**config.mk**
```make
export PLATFORM = sky130hd
export DESIGN_NAME = vau_queue
export DESIGN_NICKNAME = d
export VERILOG_FILES = /design/src/design/vau_pkg.sv /design/src/design/vau_queue.sv
export SDC_FILE = /design/constraint.sdc
export NUM_CORES = 1
export LEC_CHECK = 0
export BUFFER_PORTS_ARGS = -buffer_cell sky130_fd_sc_hd__buf_2
export CAP_MARGIN = 20
export CORE_MARGIN = 2
export CORE_UTILIZATION = 44
export DETAILED_ROUTE_END_ITERATION = 16
export GPL_TIMING_DRIVEN = 0
export PLACE_DENSITY_LB_ADDON = 0.2
export SYNTH_ARGS = -nofsm -noshare
export SYNTH_HDL_FRONTEND = slang
export SYNTH_SLANG_ARGS = --single-unit
```
**constraint.sdc**
```tcl
create_clock -name clk -period 1.59 [get_ports clk]
set_input_delay 0.2385 -clock clk [delete_from_list [all_inputs] [get_ports clk]]
set_output_delay 0.2385 -clock clk [all_outputs]
set_load 0.02 [all_outputs]
```
**src/design/vau_pkg.sv**
```systemverilog
// Shared constants, state type and arctangent table of the vector angle unit.
package vau_pkg;

  localparam int CROSS_W = 32;
  localparam int DOT_OUT_W = 33;
  localparam int LEN_W = 16;
  localparam int ANGLE_W = 15;
  localparam int ROOT_W = 24;
  localparam int Q_W = 17;
  localparam int CORDIC_STEPS = 26;
  localparam int DIV_STEPS = 18;

  localparam logic signed [33:0] HALF_PI_Q30 = 34'sd1686629713;
  localparam logic signed [33:0] PI_Q30 = 34'sd3373259426;
  localparam logic [33:0] ONE_Q32 = 34'h1_0000_0000;
  localparam logic [Q_W-1:0] ONE_Q16 = 17'd65536;

  typedef enum logic [3:0] {
    ST_IDLE,
    ST_LEN,
    ST_LA,
    ST_PROD,
    ST_DSET,
    ST_DIV,
    ST_QQ,
    ST_SQGO,
    ST_SQ,
    ST_ROT,
    ST_OUT
  } back_state_t;

  function automatic logic [29:0] atan_q30(input logic [4:0] idx);
    logic [29:0] v;
    case (idx)
      5'd0:  v = 30'd843314857;
      5'd1:  v = 30'd497837829;
      5'd2:  v = 30'd263043837;
      5'd3:  v = 30'd133525159;
      5'd4:  v = 30'd67021687;
      5'd5:  v = 30'd33543516;
      5'd6:  v = 30'd16775851;
      5'd7:  v = 30'd8388437;
      5'd8:  v = 30'd4194283;
      5'd9:  v = 30'd2097149;
      5'd10: v = 30'd1048576;
      5'd11: v = 30'd524288;
      5'd12: v = 30'd262144;
      5'd13: v = 30'd131072;
      5'd14: v = 30'd65536;
      5'd15: v = 30'd32768;
      5'd16: v = 30'd16384;
      5'd17: v = 30'd8192;
      5'd18: v = 30'd4096;
      5'd19: v = 30'd2048;
      5'd20: v = 30'd1024;
      5'd21: v = 30'd512;
      5'd22: v = 30'd256;
      5'd23: v = 30'd128;
      5'd24: v = 30'd64;
      5'd25: v = 30'd32;
      default: v = 30'd0;
    endcase
    return v;
  endfunction

endpackage

```
**src/design/vau_queue.sv**
```systemverilog
// Two-entry word queue between front and back ends.
module vau_queue import vau_pkg::*; #(
  parameter int WIDTH = 8
) (
  input  logic             clk,
  input  logic             rst_n,
  input  logic             push_valid,
  output logic             push_ready,
  input  logic [WIDTH-1:0] push_data,
  output logic             pop_valid,
  input  logic             pop_ready,
  output logic [WIDTH-1:0] pop_data
);

  logic [WIDTH-1:0] mem [2];
  logic       wr_ptr_r, rd_ptr_r;
  logic [1:0] count_r;
  logic       do_push, do_pop;

  assign push_ready = (count_r != 2'd2);
  assign pop_valid = (count_r != 2'd0);
  assign do_push = push_valid && push_ready;
  assign do_pop = pop_valid && pop_ready;
  assign pop_data = mem[rd_ptr_r];

  always_ff @(posedge clk) begin
    if (do_push) mem[wr_ptr_r] <= push_data;
  end

  always_ff @(posedge clk) begin
    if (!rst_n) begin
      wr_ptr_r <= 1'b0;
      rd_ptr_r <= 1'b0;
      count_r <= 2'd0;
    end else begin
      if (do_push) wr_ptr_r <= !wr_ptr_r;
      if (do_pop) rd_ptr_r <= !rd_ptr_r;
      if (do_push && !do_pop) count_r <= count_r + 2'd1;
      else if (do_pop && !do_push) count_r <= count_r - 2'd1;
    end
  end

endmodule

```
==> results of run 1 <==
repair_timing:
item,CTS,global route
hold endpoints to repair,0,0
buffers inserted,0,0
resized for setup,4,4
setup endpoints to repair,3,2
pin swaps,0,2
where the power goes:
| part | switching [uW] | internal (uW) | total [uW] | leakage [uW] |
|---|---|---|---|---|
| combinational | 305 | 265 | 570 | 0.000189 |
| sequential | 55.4 | 705 | 761 | 0.000192 |
| clock | 153 | 93.6 | 246 | 0.0000177 |
registers in the layout, summed over array words and instances (netlist names), named ones only:
name and flops:
count_r 2, wr_ptr_r 1, rd_ptr_r 1, mem 16
metrics by stage:
step	instance area (sq um)	cells	util, %
6_report	1001	100	57.97
3_5_place_dp	945.9	96	54.78
3_3_place_gp	945.9	96	54.78
4_1_cts	978.4	100	56.67
2_1_floorplan	809.5	50	-
5_1_grt	1001	100	57.97
kinds of logic (layout without fill, tap and decap cells):
| group | after synthesis | count (layout) | synth area share [%] |
|---|---|---|---|
| flops | 21 | 21 | 71.72 |
| simple gates | 9 | 9 | 7.112 |
| mux | 8 | 8 | 11.13 |
| compound gates | 5 | 5 | 3.710 |
| xor+xnor | 3 | 3 | 3.246 |
| buf+inv | 3 | 28 | 1.545 |
| fa+ha+maj | 1 | 1 | 1.545 |
layout by cell type, fill, tap and decap left out, drive strengths merged, types with 2 or more instances in the layout:
master	synthesis	final
o21ai	2	2
a21oi	2	2
edfxtp	16	16
clkbuf	0	3
buf	1	22
xor2	3	3
nor2	3	3
inv	2	2
dfxtp	5	5
mux2	8	8
layer usage:
metal | up-vias | track usage [%] | routed length [um]
met5 | - | 0 | 0
met4 | 0 | 5.000 | 18
met3 | 4 | 3.846 | 65
met2 | 14 | 18.08 | 607
met1 | 219 | 11.50 | 502
li1 | 232 | - | -
final cells by class:
class | instances | area (sq um) | share of cell area [%]
clock buffer | 3 | 22.52 | 2.250
inverter | 2 | 7.507 | 0.7500
buffer | 1 | 11.26 | 1.125
sequential | 21 | 585.6 | 58.50
timing repair buffer | 21 | 105.1 | 10.50
tap | 25 | 31.28 | 3.125
multi-input combinational | 26 | 232.7 | 23.25
clock inverter | 1 | 5.005 | 0.5000
path summary, 6_finish.rpt:
kind,from,endpoint,slack (ns)
max,flip-flop,pop_data[2],0.08
min,push_data[6],mem[0][6]$_DFFE_PP_,0.12
max reg2reg,count_r[0]$_SDFFE_PN0P_,count_r[1]$_SDFFE_PN0P_,0.10
min reg2reg,rd_ptr_r$_SDFFE_PN0P_,flip-flop,0.52
critical path, delay by kind of cell (launching register included):
kind / cells / cell delay (ns)
DFF: 1 / 0.35
muxes: 1 / 0.34
buffers and inverters: 2 / 0.30
==> results.sh, run 1 <==
export IMPL_antenna_violations_before_repair=0
export IMPL_fp_dieH_um=46.90
export IMPL_worst_setup_slack_after_layout_ns=0.07525
export IMPL_wire_per_inst_um=11.94
export IMPL_clockRootBuffer="clkbuf_4"
export IMPL_slew_headroom_pct=74.72
export IMPL_synth_area_leader_cell="edfxtp_1"
export IMPL_cpMaxStageDelayCell="dfxtp_1"
export IMPL_synthTopCellsByCount="edfxtp_1 (16), mux2_2 (8), dfxtp_1 (5)"
export IMPL_p_leak_uw=0.0003984
export IMPL_num_clock_sinks=21
export IMPL_critPathCaptureType="primary output"
export IMPL_detail_route_drc_violations=0
export IMPL_number_of_global_route_vias_before_repair=369
export IMPL_final_setup_tns_ns=0
export IMPL_worst_setup_path_start_kind="flip-flop"
export IMPL_period_needed_ns=1.515
export IMPL_irDropWorstVdd_mv=0.8539
export IMPL_drt_pass1_iter_count=4
export IMPL_tightestPinTransition_ns=0.3792
export IMPL_detailed_place_hpwl_um=866.7
export IMPL_finalSetupViolCount=0
export IMPL_leftover_overflow_at_the_end_of_global_routing=0
export IMPL_grt_start_max_net_pins=13
export IMPL_timing_critical_path_cells="buf_6, mux2_2, buf_2"
export IMPL_final_min_period_over_clock_period_pct=95.27
export IMPL_synthesis_area_per_instance_sq_um=16.19
export IMPL_worst_setup_path_type="flip-flop to primary output"
export IMPL_globalRouteTotalUtil_pct=10.52
export IMPL_die_area_sq_um=2199
export IMPL_placement_io_buffers=21
export IMPL_slowest_delay_ns=0.35
export IMPL_slew_viol_final=0
export IMPL_worst_skew_pair_late_latency_ns=0.30
export IMPL_gp_routability_congestion=0.6597
export IMPL_first_pass_grt_wire_length_um=1511
export IMPL_routed_wl_um=1194
export IMPL_portion_of_synthesized_cell_area_occupied_by_the_leading_cell_type_pct=59.35
export IMPL_final_setup_skew_ns=0.007061
export IMPL_ant_nets=0
export IMPL_worstPathMaxFanout=8
export IMPL_die_w_um=46.90
export IMPL_synth_seq_area_share_pct=71.72
export IMPL_syn_num_nets=63
export IMPL_power_density_nw_per_um2=1576
export IMPL_hold_path_depth=1
export IMPL_cts_hold_fix_buffers=0
export IMPL_diodes=0
export IMPL_fin_hold_ws_ns=0.1217
export IMPL_outcome="complete, no violations"
export IMPL_worst_setup_hold_path_clk_slew_ns=0.11
export IMPL_starting_drt_drc_count=5
export IMPL_synthTopCellsByArea="edfxtp_1 (59%), dfxtp_1 (12%), mux2_2 (11%), xor2_1 (3.2%), nand2b_4 (1.7%)"
export IMPL_final_hold_violation_count=0
export IMPL_worstPathArrival_ns=1.28
export IMPL_drive_gt1_share_pct=54.67
export IMPL_max_cap_violations=0
export IMPL_net_total_in_the_final_layout=89
export IMPL_cts_max_level=1
export IMPL_syn_cell_area_sq_um=809.5
export IMPL_clock_tree_buffer_depth=2
export IMPL_num_fill_cells=159
export IMPL_post_place_ws_ns=-0.01709
export IMPL_cts_tree="built"
export IMPL_rows=15
export IMPL_num_cts_buffers=3
export IMPL_ff2ff_path_depth=6
export IMPL_register_bit_total_from_synthesis=21
export IMPL_synth_most_common_cell="edfxtp_1"
export IMPL_hold_path_class="input port to flip-flop"
export IMPL_asyncSetResetFlopFracSynth_pct=0
export IMPL_vias=469
export IMPL_initial_cell_density_of_the_core_pct=46.88
export IMPL_detail_route_vias_per_cell=4.690
export IMPL_rsz0062_at_grt="no"
export IMPL_synth_cells=50
export IMPL_required_time_of_the_worst_setup_path_ns=1.35
export IMPL_synth_enable_flop_cells=16
export IMPL_totalPowerFinal_uw=1577
export IMPL_io_pin_count=22
export IMPL_coreArea_sq_um=1727
export IMPL_synth_yosys_warnings=0
export IMPL_synthToLayoutAreaGrowth_pct=23.65
export IMPL_most_frequently_used_flop_master_after_synthesis="edfxtp_1"
export IMPL_library_cells_used_by_synthesis=17
export IMPL_fmax_ghz=0.6602
Power figures use the tool's default switching activity.
==> run 2: changes to the inputs <==
- CTS_BUF_LIST: default -> sky130_fd_sc_hd__clkbuf_16
==> results.sh, run 2 (synthesized netlist as in run 1, its figures left out) <==
export IMPL_critPathLaunch="count_r[0]$_SDFFE_PN0P_"
export IMPL_cp_top_family="compound AO/OA/AOI/OAI gates"
export IMPL_layout_cells_non_filler=100
export IMPL_slowest_delay_ns=0.36
export IMPL_largest_register="mem"
export IMPL_critical_path_reg2reg_startpoint="count_r[0]$_SDFFE_PN0P_"
export IMPL_globalRouteTotalUtil_pct=10.76
export IMPL_multiInputGateArea_sq_um=229.0
export IMPL_timing_critical_path_cells="o21ai_1, ha_4, or3_1, a21oi_1"
export IMPL_net_total_in_the_final_layout=89
export IMPL_rsz0062_at_grt="no"
export IMPL_slew_viol_final=0
export IMPL_worst_setup_path_type="flip-flop to flip-flop"
export IMPL_power_report_internal_total_uw=1291
export IMPL_starting_drt_drc_count=6
export IMPL_slew_headroom_pct=74.82
export IMPL_worstPathArrival_ns=1.70
export IMPL_placement_io_buffers=21
export IMPL_fp_dieH_um=46.90
export IMPL_clkPwrFrac_pct=28.1
export IMPL_clock_tree_buffer_depth=2
export IMPL_antenna_violations_before_repair=0
export IMPL_layout_area_seq_sq_um=583.1
export IMPL_num_fill_cells=152
export IMPL_ant_nets=0
export IMPL_hold_path_class="input port to flip-flop"
export IMPL_drive_gt1_share_pct=53.33
export IMPL_dp_cells=96
export IMPL_fin_hold_ws_ns=0.1781
export IMPL_die_w_um=46.90
export IMPL_layout_cells_most_common_list="buf_2 (22), edfxtp_1 (16), mux2_2 (8)"
export IMPL_share_seq_of_total_power_pct=41.1
export IMPL_initial_cell_density_of_the_core_pct=46.88
export IMPL_num_cts_buffers=3
export IMPL_grt_start_max_net_pins=13
export IMPL_detail_route_drc_violations=0
export IMPL_leading_cell_type_in_the_layout_fill_and_taps_excluded="buf_2"
export IMPL_io_pin_count=22
export IMPL_totalPowerFinal_uw=1822
export IMPL_gp_routability_congestion=0.6597
export IMPL_max_cap_violations=0
export IMPL_cts_tree="built"
export IMPL_top_regs="mem: 16 flops, count_r: 2 flops"
export IMPL_switching_share_pct=29.15
export IMPL_diodes=0
export IMPL_routed_wl_um=1192
export IMPL_vias=472
export IMPL_worst_setup_hold_path_clk_slew_ns=0.05
export IMPL_first_pass_grt_wire_length_um=1524
export IMPL_cts_hold_fix_buffers=0
export IMPL_num_clock_sinks=21
export IMPL_final_min_period_over_clock_period_pct=95.48
export IMPL_coreArea_sq_um=1727
export IMPL_worst_setup_slack_after_layout_ns=0.07185
export IMPL_wire_per_inst_um=11.92
export IMPL_final_setup_tns_ns=0
export IMPL_detail_route_vias_per_cell=4.720
export IMPL_path_buf_inv=0
export IMPL_tightestPinTransition_ns=0.3751
export IMPL_worstPathMaxFanout=5
export IMPL_drt_pass1_iter_count=2
export IMPL_outcome="complete, no violations"
export IMPL_period_needed_ns=1.518
export IMPL_cts_max_level=1
export IMPL_worst_setup_path_start_kind="flip-flop"
export IMPL_fmax_ghz=0.6587
export IMPL_largest_reg_flops=16
export IMPL_clockRootBuffer="clkbuf_16"
export IMPL_die_area_sq_um=2199
export IMPL_pwr_share_comb_pct=30.8
export IMPL_final_setup_skew_ns=0.002642
export IMPL_worst_skew_pair_late_latency_ns=0.25
export IMPL_switching_pwr_uw=531.1
export IMPL_post_place_ws_ns=-0.01709
export IMPL_irDropWorstVdd_mv=0.8213
export IMPL_critPathCaptureType="flip-flop"
export IMPL_leftover_overflow_at_the_end_of_global_routing=0
export IMPL_required_time_of_the_worst_setup_path_ns=1.77
export IMPL_p_leak_uw=0.0004195
export IMPL_number_of_global_route_vias_before_repair=366
export IMPL_cpMaxStageDelayCell="or3_1"
export IMPL_detailed_place_hpwl_um=866.7
export IMPL_rows=15
export IMPL_final_hold_violation_count=0
export IMPL_synthToLayoutAreaGrowth_pct=28.59
export IMPL_power_density_nw_per_um2=1750
export IMPL_finalSetupViolCount=0
export IMPL_timing_hold_worst_start="push_data[6]"
run 2: what timing repair did:
item                                    CTS  global route
pin swaps                                 0             1
setup buffers                             0             0
cloned                                    0             0
gates resized for setup                   2             2
endpoints found under the setup margin    1             1
run 2: power groups by stage:
stage | Combinational (uW) | Clock, uW | Sequential, uW
floorplan | 404 | 0 | 745
global placement | 532 | 0 | 753
detailed placement | 541 | 0 | 757
CTS | 547 | 522 | 749
global route | 609 | 543 | 759
finish | 560 | 512 | 750
run 2: final timing paths:
check	endpoint	slack, ns	depth (start not counted)
worst max-delay path	count_r[1]$_SDFFE_PN0P_	0.07	4
worst min register to register	flip-flop	0.51	2
worst min-delay path	mem[1][6]$_DFFE_PP_	0.18	1
worst max register to register	count_r[1]$_SDFFE_PN0P_	0.07	4
run 2: area by class of cell:
class	instances	area share (%)
buffer	1	0.4808
clock buffer	3	7.212
clock inverter	1	0.4808
inverter	2	0.7212
multi-input combinational	26	22.00
sequential	21	56.01
tap	25	3.005
timing repair buffer	21	10.10
run 2: stage by stage:
stage	area, sq um	util [%]
floorplan	809.5	-
global placement	945.9	54.78
detailed placement	945.9	54.78
CTS	1027	59.49
global route	1041	60.29
finish	1041	60.29
run 2: per-layer routing:
metal  part of all wire (%)  GRT usage [%]
met2                     50          17.81
met4                    1.2          6.667
met3                    6.0          3.846
met5                      0              0
met1                     43          11.75
run 2: worst register-to-register path, stage by stage, from the launching register on:
cell and delay [ns]:
dfxtp_2 0.34, o21ai_1 0.33, ha_4 0.27, or3_1 0.36
a21oi_1 0.14
