<file path="src/design/vau_pkg.sv">
// Shared constants, state type and arctangent table of the vector angle unit.
package vau_pkg;

  localparam int CROSS_W = 32;
  localparam int DOT_OUT_W = 33;
  localparam int LEN_W = 16;
  localparam int ANGLE_W = 15;
  localparam int ROOT_W = 24;
  localparam int Q_W = 17;
  localparam int CORDIC_STEPS = 26;
  localparam int DIV_STEPS = 18;

  localparam logic signed [33:0] HALF_PI_Q30 = 34'sd1686629713;
  localparam logic signed [33:0] PI_Q30 = 34'sd3373259426;
  localparam logic [33:0] ONE_Q32 = 34'h1_0000_0000;
  localparam logic [Q_W-1:0] ONE_Q16 = 17'd65536;

  typedef enum logic [3:0] {
    ST_IDLE,
    ST_LEN,
    ST_LA,
    ST_PROD,
    ST_DSET,
    ST_DIV,
    ST_QQ,
    ST_SQGO,
    ST_SQ,
    ST_ROT,
    ST_OUT
  } back_state_t;

  function automatic logic [29:0] atan_q30(input logic [4:0] idx);
    logic [29:0] v;
    case (idx)
      5'd0:  v = 30'd843314857;
      5'd1:  v = 30'd497837829;
      5'd2:  v = 30'd263043837;
      5'd3:  v = 30'd133525159;
      5'd4:  v = 30'd67021687;
      5'd5:  v = 30'd33543516;
      5'd6:  v = 30'd16775851;
      5'd7:  v = 30'd8388437;
      5'd8:  v = 30'd4194283;
      5'd9:  v = 30'd2097149;
      5'd10: v = 30'd1048576;
      5'd11: v = 30'd524288;
      5'd12: v = 30'd262144;
      5'd13: v = 30'd131072;
      5'd14: v = 30'd65536;
      5'd15: v = 30'd32768;
      5'd16: v = 30'd16384;
      5'd17: v = 30'd8192;
      5'd18: v = 30'd4096;
      5'd19: v = 30'd2048;
      5'd20: v = 30'd1024;
      5'd21: v = 30'd512;
      5'd22: v = 30'd256;
      5'd23: v = 30'd128;
      5'd24: v = 30'd64;
      5'd25: v = 30'd32;
      default: v = 30'd0;
    endcase
    return v;
  endfunction

endpackage

</file>
<file path="src/design/vau_sqrt.sv">
// Bit-serial floor square root, one root bit per cycle.
module vau_sqrt import vau_pkg::*; #(
  parameter int RAD_W = 48
) (
  input  logic               clk,
  input  logic               rst_n,
  input  logic               start,
  input  logic [RAD_W-1:0]   radicand,
  output logic               done,
  output logic [RAD_W/2-1:0] root
);

  localparam int HW = RAD_W / 2;
  localparam int CNT_W = $clog2(HW + 1);

  logic [RAD_W-1:0] rad_r;
  logic [HW+2:0]    rem_r;
  logic [HW-1:0]    root_r;
  logic [CNT_W-1:0] cnt_r;
  logic             busy_r, done_r;
  logic [HW+2:0]    rem_sh, trial;
  logic             ge;

  assign rem_sh = {rem_r[HW:0], rad_r[RAD_W-1:RAD_W-2]};
  assign trial = {1'b0, root_r, 2'b01};
  assign ge = (rem_sh >= trial);
  assign done = done_r;
  assign root = root_r;

  always_ff @(posedge clk) begin
    if (!rst_n) begin
      busy_r <= 1'b0;
      done_r <= 1'b0;
    end else begin
      done_r <= 1'b0;
      if (start) begin
        busy_r <= 1'b1;
      end else if (busy_r && cnt_r == CNT_W'(HW - 1)) begin
        busy_r <= 1'b0;
        done_r <= 1'b1;
      end
    end
  end

  always_ff @(posedge clk) begin
    if (start) begin
      rad_r <= radicand;
      rem_r <= '0;
      root_r <= '0;
      cnt_r <= '0;
    end else if (busy_r) begin
      rem_r <= ge ? (rem_sh - trial) : rem_sh;
      root_r <= {root_r[HW-2:0], ge};
      rad_r <= {rad_r[RAD_W-3:0], 2'b00};
      cnt_r <= cnt_r + CNT_W'(1);
    end
  end

endmodule

</file>
<file path="src/design/vau_back.sv">
// Back end: lengths, cosine division, CORDIC arccosine and result register.
module vau_back import vau_pkg::*; #(
  parameter int COMPONENT_WIDTH = 16,
  parameter int ANGLE_FRACTION_BITS = 13
) (
  input  logic                              clk,
  input  logic                              rst_n,
  input  logic                              pop_valid,
  output logic                              pop_ready,
  input  logic [3*CROSS_W+6*COMPONENT_WIDTH:0] pop_data,
  output logic                              out_valid,
  input  logic                              out_ready,
  output logic signed [CROSS_W-1:0]         out_cross_x,
  output logic signed [CROSS_W-1:0]         out_cross_y,
  output logic signed [CROSS_W-1:0]         out_cross_z,
  output logic signed [DOT_OUT_W-1:0]       out_dot_value,
  output logic [LEN_W-1:0]                  out_first_length,
  output logic [LEN_W-1:0]                  out_second_length,
  output logic [ANGLE_W-1:0]                out_angle,
  output logic                              out_degenerate
);

  localparam int CW = COMPONENT_WIDTH;
  localparam int PW = 2 * CW;
  localparam int DW = PW + 1;
  localparam int RW = (PW + 16 > 34) ? PW + 16 : 34;
  localparam int HW = RW / 2;
  localparam int SH = (CW > 16) ? 2 * (CW - 16) : 0;
  localparam bit WIDE = (CW > 16);
  localparam logic [33:0] ROUND_ADD = 34'(1) << (29 - ANGLE_FRACTION_BITS);

  back_state_t state_r, state_nxt;

  logic [CROSS_W-1:0] cx_r, cy_r, cz_r;
  logic signed [DW-1:0] dot_r;
  logic [PW-1:0] sa_r, sb_r;
  logic [LEN_W-1:0] len_a_r, len_b_r;
  logic [ROOT_W-1:0] la_r, lb_r;
  logic [2*ROOT_W-1:0] prod_r;
  logic [65:0] rem_r, dv_r;
  logic [DIV_STEPS-1:0] quo_r;
  logic [Q_W-1:0] q_r, qsat;
  logic [33:0] qq_r, qsat_w;
  logic [4:0] step_r;
  logic signed [33:0] x_r, y_r, z_r;
  logic out_valid_r;

  logic sq_start_a, sq_start_b, sq_done_a, sq_done_b;
  logic [RW-1:0] rad_a, rad_b;
  logic [HW-1:0] root_a, root_b;

  logic dot_neg;
  logic [DW-1:0] abs_dot;
  logic [31:0] d_val;
  logic [PW-1:0] a_red, b_red, a_red1, b_red1;
  logic div_ge;
  logic signed [33:0] xs, ys, at_val, zc;
  logic [33:0] z_round;
  logic [Q_W-1:0] sq_val;
  logic cneg, degen, out_fire;

  vau_sqrt #(.RAD_W(RW)) u_sqrt_a (
    .clk(clk), .rst_n(rst_n), .start(sq_start_a), .radicand(rad_a),
    .done(sq_done_a), .root(root_a)
  );

  vau_sqrt #(.RAD_W(RW)) u_sqrt_b (
    .clk(clk), .rst_n(rst_n), .start(sq_start_b), .radicand(rad_b),
    .done(sq_done_b), .root(root_b)
  );

  assign dot_neg = dot_r[DW-1];
  assign abs_dot = dot_neg ? $unsigned(-dot_r) : $unsigned(dot_r);
  assign d_val = 32'(abs_dot >> SH);
  assign a_red = sa_r >> SH;
  assign b_red = sb_r >> SH;
  assign a_red1 = (a_red == '0) ? PW'(1) : a_red;
  assign b_red1 = (b_red == '0) ? PW'(1) : b_red;
  assign div_ge = (rem_r >= dv_r);
  assign qsat = (quo_r > DIV_STEPS'(ONE_Q16)) ? ONE_Q16 : Q_W'(quo_r);
  assign qsat_w = 34'(qsat);
  assign sq_val = Q_W'(root_a);
  assign cneg = dot_neg && (q_r != '0);
  assign xs = x_r >>> step_r;
  assign ys = y_r >>> step_r;
  assign at_val = signed'(34'(atan_q30(step_r)));
  assign zc = z_r[33] ? 34'sd0 : ((z_r > PI_Q30) ? PI_Q30 : z_r);
  assign z_round = $unsigned(zc) + ROUND_ADD;
  assign degen = (sa_r == '0) || (sb_r == '0);
  assign out_fire = (state_r == ST_OUT) && (!out_valid_r || out_ready);

  always_comb begin
    state_nxt = state_r;
    case (state_r)
      ST_IDLE: if (pop_valid) state_nxt = ST_LEN;
      ST_LEN:  if (sq_done_a) state_nxt = WIDE ? ST_LA : ST_PROD;
      ST_LA:   if (sq_done_a) state_nxt = ST_PROD;
      ST_PROD: state_nxt = ST_DSET;
      ST_DSET: state_nxt = ST_DIV;
      ST_DIV:  if (step_r == 5'(DIV_STEPS - 1)) state_nxt = ST_QQ;
      ST_QQ:   state_nxt = ST_SQGO;
      ST_SQGO: state_nxt = ST_SQ;
      ST_SQ:   if (sq_done_a) state_nxt = ST_ROT;
      ST_ROT:  if (step_r == 5'(CORDIC_STEPS - 1)) state_nxt = ST_OUT;
      ST_OUT:  if (!out_valid_r || out_ready) state_nxt = ST_IDLE;
      default: state_nxt = ST_IDLE;
    endcase
  end

  always_comb begin
    pop_ready = 1'b0;
    sq_start_a = 1'b0;
    sq_start_b = 1'b0;
    rad_a = RW'({pop_data[2*PW-1:PW], 16'h0});
    rad_b = RW'({pop_data[PW-1:0], 16'h0});
    case (state_r)
      ST_IDLE: begin
        pop_ready = 1'b1;
        sq_start_a = pop_valid;
        sq_start_b = pop_valid;
      end
      ST_LEN: begin
        rad_a = RW'({a_red1, 16'h0});
        rad_b = RW'({b_red1, 16'h0});
        sq_start_a = sq_done_a && WIDE;
        sq_start_b = sq_done_a && WIDE;
      end
      ST_SQGO: begin
        rad_a = RW'(ONE_Q32 - qq_r);
        sq_start_a = 1'b1;
      end
      default: begin
        pop_ready = 1'b0;
      end
    endcase
  end

  always_ff @(posedge clk) begin
    if (!rst_n) begin
      state_r <= ST_IDLE;
      out_valid_r <= 1'b0;
    end else begin
      state_r <= state_nxt;
      if (out_fire) out_valid_r <= 1'b1;
      else if (out_ready) out_valid_r <= 1'b0;
    end
  end

  always_ff @(posedge clk) begin
    case (state_r)
      ST_IDLE: begin
        if (pop_valid) begin
          cx_r <= pop_data[2*PW+DW+3*CROSS_W-1 -: CROSS_W];
          cy_r <= pop_data[2*PW+DW+2*CROSS_W-1 -: CROSS_W];
          cz_r <= pop_data[2*PW+DW+CROSS_W-1 -: CROSS_W];
          dot_r <= signed'(pop_data[2*PW+DW-1 -: DW]);
          sa_r <= pop_data[2*PW-1:PW];
          sb_r <= pop_data[PW-1:0];
        end
      end
      ST_LEN: begin
        if (sq_done_a) begin
          len_a_r <= LEN_W'(root_a[HW-1:8]);
          len_b_r <= LEN_W'(root_b[HW-1:8]);
          la_r <= (sa_r == '0) ? ROOT_W'(256) : ROOT_W'(root_a);
          lb_r <= (sb_r == '0) ? ROOT_W'(256) : ROOT_W'(root_b);
        end
      end
      ST_LA: begin
        if (sq_done_a) begin
          la_r <= ROOT_W'(root_a);
          lb_r <= ROOT_W'(root_b);
        end
      end
      ST_PROD: prod_r <= la_r * lb_r;
      ST_DSET: begin
        dv_r <= 66'(prod_r) << (DIV_STEPS - 1);
        rem_r <= {2'b00, d_val, 32'h0};
        quo_r <= '0;
        step_r <= '0;
      end
      ST_DIV: begin
        if (div_ge) rem_r <= rem_r - dv_r;
        quo_r <= {quo_r[DIV_STEPS-2:0], div_ge};
        dv_r <= dv_r >> 1;
        step_r <= step_r + 5'd1;
      end
      ST_QQ: begin
        q_r <= qsat;
        qq_r <= qsat_w * qsat_w;
      end
      ST_SQ: begin
        if (sq_done_a) begin
          step_r <= '0;
          if (cneg) begin
            x_r <= signed'(34'(sq_val) << 12);
            y_r <= signed'(34'(q_r) << 12);
            z_r <= HALF_PI_Q30;
          end else begin
            x_r <= signed'(34'(q_r) << 12);
            y_r <= signed'(34'(sq_val) << 12);
            z_r <= 34'sd0;
          end
        end
      end
      ST_ROT: begin
        if (!y_r[33]) begin
          x_r <= x_r + ys;
          y_r <= y_r - xs;
          z_r <= z_r + at_val;
        end else begin
          x_r <= x_r - ys;
          y_r <= y_r + xs;
          z_r <= z_r - at_val;
        end
        step_r <= step_r + 5'd1;
      end
      ST_OUT: begin
        if (out_fire) begin
          out_cross_x <= signed'(cx_r);
          out_cross_y <= signed'(cy_r);
          out_cross_z <= signed'(cz_r);
          out_dot_value <= DOT_OUT_W'(dot_r);
          out_first_length <= len_a_r;
          out_second_length <= len_b_r;
          out_angle <= degen ? '0 : ANGLE_W'(z_round >> (30 - ANGLE_FRACTION_BITS));
          out_degenerate <= degen;
        end
      end
      default: begin
        step_r <= step_r;
      end
    endcase
  end

  assign out_valid = out_valid_r;

endmodule

</file>
<file path="config.mk">
export PLATFORM = sky130hd
export DESIGN_NAME = vau_back
export DESIGN_NICKNAME = d
export VERILOG_FILES = /design/src/design/vau_pkg.sv /design/src/design/vau_sqrt.sv /design/src/design/vau_back.sv
export SDC_FILE = /design/constraint.sdc
export NUM_CORES = 2
export LEC_CHECK = 0
export BUFFER_PORTS_ARGS = -buffer_cell sky130_fd_sc_hd__buf_2
export CAP_MARGIN = 10
export CORE_MARGIN = 2
export CORE_UTILIZATION = 35
export DETAILED_ROUTE_END_ITERATION = 12
export MAX_ROUTING_LAYER = met4
export SETUP_SLACK_MARGIN = 0.05
export SYNTH_ARGS = -nofsm -noshare
export SYNTH_HDL_FRONTEND = slang
export SYNTH_HIERARCHICAL = 1
export SYNTH_SLANG_ARGS = --single-unit
</file>
<file path="constraint.sdc">
create_clock -name clk -period 14.1 [get_ports clk]
set_input_delay 0.705 -clock clk [delete_from_list [all_inputs] [get_ports clk]]
set_output_delay 0.705 -clock clk [all_outputs]
set_load 0.02 [all_outputs]
</file>
==> summary by stage <==
Cells and area
The commonest non-fill, non-tap cell in the layout is sky130_fd_sc_hd__inv_1. The fill cell instance count of the final layout is 23.5k. Compared with the post-synthesis result, the final layout area differs by 12.5%. The top cell types in the final layout, fill and taps aside, are sky130_fd_sc_hd__inv_1 (1012), sky130_fd_sc_hd__edfxtp_1 (899), sky130_fd_sc_hd__nand2_1 (869). Cells with a size suffix above 1 make up 11.9% of the layout. The register cell area after layout is 29900 um^2. The final non-filler cell total is 12.0k. The multi-input combinational cells in the finished layout cover a total of 50200 um^2.

For this run, the post-layout net count is 10.0k.

Floorplan
Once the floorplan was initialized, standard cells occupied 35.1% of the core. After floorplanning, the core was divided into 181 placement rows. The placeable core region is 243000 um^2. The die footprint is 248000 um^2. For this design the top-level I/O count stands at 376. In this run the horizontal extent of the chip is 498 um. The chip height is 498 um.

Timing
The number of hold violations in the final report is 0. The max-slew violation count is 0. The count of endpoints failing setup in the final report is 0. After layout, the minimum clock period comes to 8980 ps. Based on the critical path, the design can be clocked at up to 0.111 GHz.

At the pin with the least slew margin, the transition time is 1250 ps. Setup slack on the critical path of the routed design comes to 5120 ps. In the final timing run, aggregate negative setup slack is 0 ps. Setup repair after global routing left no endpoint under its margin. Across the routed clock network, the largest skew measured is 102 ps. The tightest slew margin relative to the limit is 14.7%. In the finished design, the share of the clock period the worst path needs comes to 63.7%.

Worst setup path
By startpoint and endpoint, the worst setup path is classified as reg -> reg. In this design, the stage delay of the slowest critical-path cell is 790 ps. The critical path contains buffers and inverters numbering 6 combined.

The data required time at the worst endpoint is 14600 ps. The kind of cell adding the most delay to the critical path is adder cells. The critical path arrival is 9480 ps. The endpoint kind of the worst setup timing path is a flip-flop. Of all nets on the critical path, the largest fanout is 14.

The slowest stage of the critical path is the sky130_fd_sc_hd__o41ai_2 cell. STA classifies the critical path startpoint as a flip-flop. The cell with the most instances on the worst path is sky130_fd_sc_hd__fa_1.

Yosys
Synthesis produced a netlist whose cell count is 8294. For this run, the number of Yosys warnings is 6. The cell area that synthesis handed to floorplanning was 85400 um^2.

Dividing the synthesized area by the synthesized cell count gives 10.3 um^2.

Clocking
The number of clock sinks is 1045. The root cell of the clock tree is sky130_fd_sc_hd__clkbuf_16. The number of buffers created by CTS is 120.

CTS built an H-tree with a depth of 3. The clock insertion delay at the later pin of the skew report is 850 ps. TritonCTS built the clock tree. After clock tree synthesis, the clock-pin slew on the worst setup and hold paths is 70 ps. Counting along the longest clock path gives a buffer depth of 3. The post-CTS setup buffer count is 0.

Global route
The global-route wire length before repair is 377000 um. The via count of the first global-routing pass is 64.6k. The initial antenna violation count is 10. The sum of overflow across all layers after global routing is 0. The global routing usage summed across all routing layers is 19.8%. The pin count of the biggest net entering global routing is 152.

Place
OpenSTA, run right after detailed placement, puts the worst setup slack at 5170 ps. In this run the tool buffered the top-level ports with 375 buffer cells. The HPWL after detailed placement is 178000 um. The total instance count after detailed placement is 11.6k.

The routability-driven placement congestion ratio is 0.952.

Power and ir drop
Of the total power, the share spent switching nets is 37.5%. The overall power is 13100 uW. The combinational fraction of design power is 40.7%. The power density relative to cell area is 136 nW/um^2. For this design the static power due to leakage is 0.0404 uW. In this run, flip-flops and latches consume 33.6% of the power. The peak supply drop is 156 uV. Per report_power, the clock group accounts for 25.7% of the total.

The internal power of the cells totals 8180 uW. The net switching power is 4910 uW.

Route
The routed via count divided by cell count is 5.30. The number of nets with antenna violations after detailed routing is 0. The total iterations of the first detailed-routing run is 7.

The wire length after detailed routing is 242000 um. The routed length per instance is 20.2 um. In the routed design, unresolved DRC markers number 0.

In this run, the number of DRC markers left after iteration 0 of detailed routing was 5004. The final route contains 63.4k vias.

Flow run
Max-cap violations in this run came to 0.

Worst hold path
The worst min-delay path class is in -> reg.

Run status
The run finished with clean final reports.
[area by class of cell]
class,instances,share of cell area [%]
well taps,3202,4.17
flip-flops and latches,1045,31.2
multi-input cells,5863,52.2
diodes,8,0.0208
repair buffers,595,3.99
inverters,1017,3.97
clock inverters,92,1.18
clock buffers,136,3.30
[layer usage]
layer  GRT usage (%)  vias up  part of all wire (%)
met3            2.81      403                   6.3
li1                -    29239                     -
met4            5.90        0                   3.2
met5               -        -                     0
met1            26.2    31639                    44
met2            31.3     2128                    47
[what timing repair did]
| item | 4_1_cts | 5_1_grt |
|---|---|---|
| hold endpoints to repair | 114 | 0 |
| resized for setup | 0 | 0 |
| hold buffers | 114 | 0 |
[worst paths after layout]
kind                              startpoint         endpoint  slack [ps]  depth (start not counted)
worst max-delay path                quo_r[8]         qq_r[33]        5120                         28
worst min-delay path            pop_data[92]        dot_r[28]          60                          1
worst max register to register      quo_r[8]         qq_r[33]        5120                         28
worst min register to register      cz_r[18]  out_cross_z[18]         380                          0
[power groups by stage]
stage                     Combinational [uW]  Clock (uW)  Sequential [uW]
final                                   5330        3360             4400
after global routing                    5920        3580             4460
after CTS                               5330        3460             4400
after detailed placement                5270           0             4460
after global placement                  5220           0             4440
after floorplan                         4100           0             4350
[registers in the layout (all words and copies together) (netlist names), 34 cells and up]
name            flops
dv_r               65
u_sqrt_a/rad_r     48
rem_r              66
x_r                34
y_r                34
u_sqrt_b/rad_r     48
prod_r             48
z_r                34
[stage by stage]
step	util (%)	cell area, um^2	hold slack (ps)
floorplan	-	85500	400
global placement	37.3	90600	400
detailed placement	37.3	90600	405
CTS	39.5	96000	8.42
global route	39.5	96000	29.5
finish	39.5	96000	63.5
(Power assumes the default switching activity.)
